**config.mk**
```make
export PLATFORM = sky130hd
export DESIGN_NAME = conv3s_cell
export DESIGN_NICKNAME = d
export VERILOG_FILES = /design/src/sv/conv3x3_stream_top_assert.svh /design/src/sv/conv3s_pkg.sv /design/src/sv/conv3s_cell.sv
export SDC_FILE = /design/constraint.sdc
export NUM_CORES = 2
export LEC_CHECK = 0
export ABC_AREA = 1
export ABC_CLOCK_PERIOD_IN_PS = 7800
export BUFFER_PORTS_ARGS = -buffer_cell sky130_fd_sc_hd__buf_4
export CAP_MARGIN = 10
export CELL_PAD_IN_SITES_DETAIL_PLACEMENT = 0
export CELL_PAD_IN_SITES_GLOBAL_PLACEMENT = 2
export CORE_MARGIN = 2
export CORE_UTILIZATION = 35
export DETAILED_ROUTE_END_ITERATION = 10
export GPL_TIMING_DRIVEN = 0
export PLACE_DENSITY = 0.73
export SYNTH_ARGS = -nofsm -noshare
export SYNTH_HDL_FRONTEND = slang
export SYNTH_SLANG_ARGS = --single-unit
export TNS_END_PERCENT = 5
```
**constraint.sdc**
```tcl
create_clock -name clk -period 7.8 [get_ports clk]
set_input_delay 0.39 -clock clk [delete_from_list [all_inputs] [get_ports clk]]
set_output_delay 0.39 -clock clk [all_outputs]
set_load 0.01 [all_outputs]
```
**src/sv/conv3x3_stream_top_assert.svh**
```systemverilog
// Assertion shorthands used by the streaming convolution top, conv3x3_stream_top.
// Each one samples on clk and is switched off while rst_n is low.
`ifndef CONV3X3_STREAM_TOP_ASSERT_SVH
`define CONV3X3_STREAM_TOP_ASSERT_SVH

// The consequent must hold in the same cycle as the antecedent.
`define CONV3S_ASSERT_IMPLY(label, ante, cons, msg) \
    label: assert property (@(posedge clk) disable iff (!rst_n) (ante) |-> (cons)) \
        else $error(msg);

// The consequent must hold in the cycle after the antecedent.
`define CONV3S_ASSERT_NEXT(label, ante, cons, msg) \
    label: assert property (@(posedge clk) disable iff (!rst_n) (ante) |=> (cons)) \
        else $error(msg);

`endif

```
**src/sv/conv3s_pkg.sv**
```systemverilog
package conv3s_pkg;

    // Default sizes of the block.
    localparam int MAX_WIDTH_DEF     = 1024;
    localparam int MAX_HEIGHT_DEF    = 4096;
    localparam int PIXEL_BITS_DEF    = 16;
    localparam int TAPS_PER_SIDE_DEF = 3;

    // Coefficients are signed Q4.12.
    localparam int COEF_BITS = 16;
    localparam int COEF_FRAC = 12;
    localparam logic [COEF_BITS-1:0] COEF_ONE = COEF_BITS'(1 << COEF_FRAC);

    // Configuration register file.
    localparam int CFG_IDX_BITS    = 3;
    localparam int CFG_DATA_BITS   = 48;
    localparam int CFG_WIDTH_BITS  = 11;
    localparam int CFG_HEIGHT_BITS = 13;

    localparam logic [CFG_WIDTH_BITS-1:0]  WIDTH_RESET  = CFG_WIDTH_BITS'(640);
    localparam logic [CFG_HEIGHT_BITS-1:0] HEIGHT_RESET = CFG_HEIGHT_BITS'(480);

    typedef enum logic [CFG_IDX_BITS-1:0] {
        REG_IMAGE_WIDTH  = 3'd0,
        REG_IMAGE_HEIGHT = 3'd1,
        REG_KERNEL_TOP   = 3'd2,
        REG_KERNEL_MID   = 3'd3,
        REG_KERNEL_BOT   = 3'd4
    } cfg_reg_t;

    // Enables that step one window cell.
    typedef struct packed {
        logic load;   // take a new column and form its products
        logic sum;    // add the column's products
    } cell_ctrl_t;

endpackage

```
**src/sv/conv3s_cell.sv**
```systemverilog
// One column of the 3x3 window. It holds the column it was last given and
// hands it on to its left neighbour, multiplies the incoming column by its
// own column of coefficients and adds the products one stage later.
module conv3s_cell #(
    parameter int TAPS       = conv3s_pkg::TAPS_PER_SIDE_DEF,
    parameter int PIXEL_BITS = conv3s_pkg::PIXEL_BITS_DEF
) (
    input  logic                                                clk,
    input  conv3s_pkg::cell_ctrl_t                              ctrl,
    input  logic signed [conv3s_pkg::COEF_BITS-1:0]             coef    [TAPS],
    input  logic signed [PIXEL_BITS-1:0]                        col_in  [TAPS],
    output logic signed [PIXEL_BITS-1:0]                        col_out [TAPS],
    output logic signed [PIXEL_BITS+conv3s_pkg::COEF_BITS+$clog2(TAPS)-1:0] col_sum
);
    import conv3s_pkg::*;

    localparam int PROD_BITS = PIXEL_BITS + COEF_BITS;
    localparam int SUM_BITS  = PROD_BITS + $clog2(TAPS);

    logic signed [PIXEL_BITS-1:0] tap_reg  [TAPS];
    logic signed [PROD_BITS-1:0]  prod_reg [TAPS];
    logic signed [SUM_BITS-1:0]   sum_reg;
    logic signed [SUM_BITS-1:0]   sum_next;

    // Held column and products of the incoming column.
    always_ff @(posedge clk)
    begin
        if (ctrl.load)
        begin
            for (int i = 0; i < TAPS; i++)
            begin
                tap_reg[i]  <= col_in[i];
                prod_reg[i] <= PROD_BITS'(col_in[i]) * PROD_BITS'(coef[i]);
            end
        end
    end

    // Column sum of the registered products.
    always_comb
    begin
        sum_next = '0;
        for (int i = 0; i < TAPS; i++)
        begin
            sum_next = sum_next + SUM_BITS'(prod_reg[i]);
        end
    end

    always_ff @(posedge clk)
    begin
        if (ctrl.sum)
        begin
            sum_reg <= sum_next;
        end
    end

    assign col_out = tap_reg;
    assign col_sum = sum_reg;

endmodule

```
# [Word level (Yosys, flattened, before mapping)]
# Memories as Yosys holds them, arrays and structs flattened.
# Index checks and enable logic that the tools add are counted.
# Widths: inputs -> output; s select.
[totals] mem_count=1 output_inout_bits=82 ramBits=96 word_cells=12 in_bits=99 reg_bits=82
[memory_table] name="prod_reg" words=3 word_bits=32 rd=3 rd_clocked_by_memory_dff=0 write_ports=3 line="conv3s_cell.sv:21" text="logic signed [PROD_BITS-1:0] prod_reg [TAPS];"
[classes] mul=3 addsub=2 mux=2
[ops] cell="$mul 16x16->32" n=3
[ops] cell="$add 33x32->34" n=1
[ops] cell="$add 32x32->33" n=1
[ops] cell="$mux 1" n=2

# [Depth between registers and ports, before layout]
[depth] word_depth=2 mapped_depth=26 mapped_depth_nobuf=24

# [Worst setup path after synthesis]
# No wires, ideal clock.
[synth_timing] kind="input to register" from="input coef[37] in the netlist's numbering" to="memory prod_reg[0][31] in the netlist's numbering (data pin)" path_stages=22 slack_ns=2.196 t_required_ns=7.548 setup_time_ns=0.252 t_arrival_ns=5.352 path_buffers=2 path_cell_list="clkbuf_1 clkbuf_1 nand2_1 fa_1 inv_1 fa_1 inv_1 fa_1 fa_1 fa_1 fa_1 inv_1 ha_1 nand2_1 nor2_1 nand3_1 nor3_1 nand2_1 inv_1 nor2_1 nand2_1 nand2_1"
[synth_lines] item="start, declared" line="conv3s_cell.sv:10" text="input logic signed [conv3s_pkg::COEF_BITS-1:0] coef [TAPS],"
[synth_lines] item="end, declared" line="conv3s_cell.sv:21"

==> impl_metrics.yaml <==
status:
  status: "complete, no violations"
grt:
  overflow: 0
  grt_first_pass_wirelength_um: 191000
  grt_pass1_vias: 32500
  antenna_found_initial: 1
  track_usage_pct: 21.0
  grt_start_max_net_pins: 113
synth:
  syn_area_per_cell_um2: 8.03
  seq_area_frac_synth_pct: 13.1
  syn-num-nets: 6272
  async_reset_ff_share_pct: 0
  synth_edf_count: 178
  ys_seq_elements: 178
  netlist_area_mm2: 0.0408
  synthCells: 5076
  synth.distinct_cells: 32
  synth_ff_type: "edfxtp_1"
  yosysWarningCount: 0
cells_and_area:
  fin_nets: 6427
  drive_gt1_share_pct: 5.13
  largest_reg_flops: 96
  syn_to_final_growth_pct: 8.63
  antenna-diode-count: 0
  stdcell_area_mm2: 0.0443
route:
  routed_via_density: 4.53
  vias: 30700
  wl_um: 120000
  wl_per_cell_um: 17.7
  drc: 0
  drt_first_pass_iters: 6
  postRouteAntennaNets: 0
  drt-initial-drc-count: 1710
clocking:
  cts_tree: "yes"
  htreeDepth: 4
  ctsLongestPathBuffers: 2
  insertion_delay_ns: 0.50
  root_buffer: "clkbuf_16"
  cts_hold_buf: 0
  cts_buffers: 17
  cts_resized: 0
  post_cts_buffers: 0
  cts_sinks: 178
  clk_pin_slew_worst_paths_ns: 0.08
setup_path:
  worstPathRequired_ns: 8.04
  crit_arrival_ns: 6.70
  critPathMaxStageDelay_ns: 0.83
  cp_common_cell: "fa_1"
  path_cells: "clkbuf_1 > clkbuf_1 > nand2_1 > fa_1 > inv_1 > fa_1 > fa_1 > fa_1 > fa_1 > inv_1 > fa_1 > inv_1 > ha_1 > nand2_1 > nor2_1 > nand2_1 > nor3_2 > nand2_1 > nand4_1 > nand2_1"
  startpoint_type: "input port"
  cp_slowest_cell: "fa_1"
  worstPathMaxFanout: 10
  crit_type: "in -> reg"
  endpoint_kind: "flip-flop"
timing:
  slew_headroom_pct: 43.3
  report.final.hold_viol_count: 0
  grt_setup_unrepaired: "false"
  setup_viol: 0
  finalSetupTns_ns: 0
  period_needed_ns: 6.46
  max_freq_mhz: 155
  worstMarginPinSlew_ns: 0.850
  finalMaxSlewViolations: 0
  fin_skew_ns: 0.0150
  finalCritPeriodShare_pct: 82.9
floorplan:
  die_w_um: 345
  die_h_um: 345
  core_mm2: 0.116
  io_pins: 181
  die-area_mm2: 0.119
  rows: 125
  initial_core_util_pct: 35.2
place:
  place_area_mm2: 0.0437
  place.gp.congestion: 0.874
  post-dp-hpwl_um: 105000
  io_buffer_count: 135
hold_path:
  hold_class: "in -> reg"
job:
  drv_cap: 0
layout by cell type, fill, tap and decap left out, types with 7 or more instances in the layout:
cell type / Yosys / final
nand4_1: 37 / 37
nand2_2: 33 / 33
inv_6: 0 / 8
buf_4: 0 / 134
nand2_1: 1420 / 1420
o21bai_1: 22 / 22
a21oi_1: 96 / 96
xnor2_1: 7 / 7
edfxtp_1: 178 / 178
clkbuf_16: 0 / 17
fa_1: 819 / 819
nor2_1: 162 / 162
or2_2: 12 / 12
nor3_2: 8 / 8
nand3b_1: 8 / 8
xor2_1: 63 / 63
o21ai_0: 25 / 25
nor2_2: 17 / 17
inv_1: 1499 / 1499
clkbuf_1: 172 / 172
ha_1: 278 / 278
nand3_1: 149 / 149
inv_2: 19 / 19
nor3_1: 22 / 22
path summary, 6_finish.rpt:
check                                   end  slack [ns]                 startpoint  depth (start not counted)
setup / recovery  prod_reg[0][60]$_DFFE_PP_        1.34                   coef[21]                         20
hold / removal        col_out[42]$_DFFE_PP_        0.06                 col_in[42]                          1
setup reg to reg      col_sum[21]$_DFFE_PP_        4.69  prod_reg[0][65]$_DFFE_PP_                         14
hold reg to reg        col_sum[1]$_DFFE_PP_        0.77   prod_reg[0][1]$_DFFE_PP_                          2
synth_stat cells, drive strengths merged (3+ instances only):
library cell     n  area share (%)
nand3          152             1.9
fa             819              40
or2             12            0.18
nand2         1454              14
o21bai          22            0.41
a21oi           97             1.2
xnor2            7            0.15
o21ai           29            0.36
nor2           184             1.9
nand3b           8            0.15
inv           1518              14
edfxtp         178              13
and2             3           0.046
clkbuf         172             1.6
nand4           37            0.57
a21o             3           0.055
nor3            34            0.63
buf              3           0.028
ha             278             8.5
xor2            63             1.4
critical path: cells and delay by family:
family	cells	cell delay, ns
adder cells (fa/ha/maj)	7	3.75
buffers and inverters	5	1.23
AND/OR/NAND/NOR	8	1.32
layout make-up:
class	instances	area, um^2
Buffer	175	657
Clock buffer	17	425
Clock inverter	15	138
Fill cell	12300	71600
Inverter	1518	5700
Multi-Input combinational cell	3205	29100
Sequential cell	178	5350
Tap cell	1524	1910
Timing Repair Buffer	136	1050
cell families (layout without fill, tap and decap cells):
| group | Yosys count | after routing | share of synthesized area (%) |
|---|---|---|---|
| compound gates | 152 | 152 | 2.04 |
| buf+inv | 1693 | 1861 | 15.6 |
| fa+ha+maj | 1097 | 1097 | 48.8 |
| xor+xnor | 70 | 70 | 1.50 |
| simple gates | 1886 | 1886 | 19.0 |
| flops | 178 | 178 | 13.1 |
per-stage QoR:
| stage | hold WS [ns] | cells | utilization [%] | setup WS, ns |
|---|---|---|---|---|
| 3_3_place_gp | 0.576 | 6735 | 37.7 | 0.877 |
| 5_1_grt | 0.0240 | 6768 | 38.2 | 0.968 |
| 4_1_cts | 0.00220 | 6768 | 38.2 | 1.43 |
| 3_5_place_dp | 0.578 | 6736 | 37.7 | 0.885 |
| 2_1_floorplan | 0.489 | 5076 | - | 2.20 |
| 6_report | 0.0628 | 6768 | 38.2 | 1.34 |
metal layers:
layer / part of all wire (%) / routed length, um / track usage (%)
met2: 45 / 54300 / 33.5
met3: 4.3 / 5120 / 2.69
met4: 1.9 / 2280 / 4.85
met1: 49 / 58200 / 30.5
met5: 0 / 0 / 0
Power is left out: the tool's default activity adds up to more than one toggle a clock period on the data nets, which glitch-free logic cannot reach.
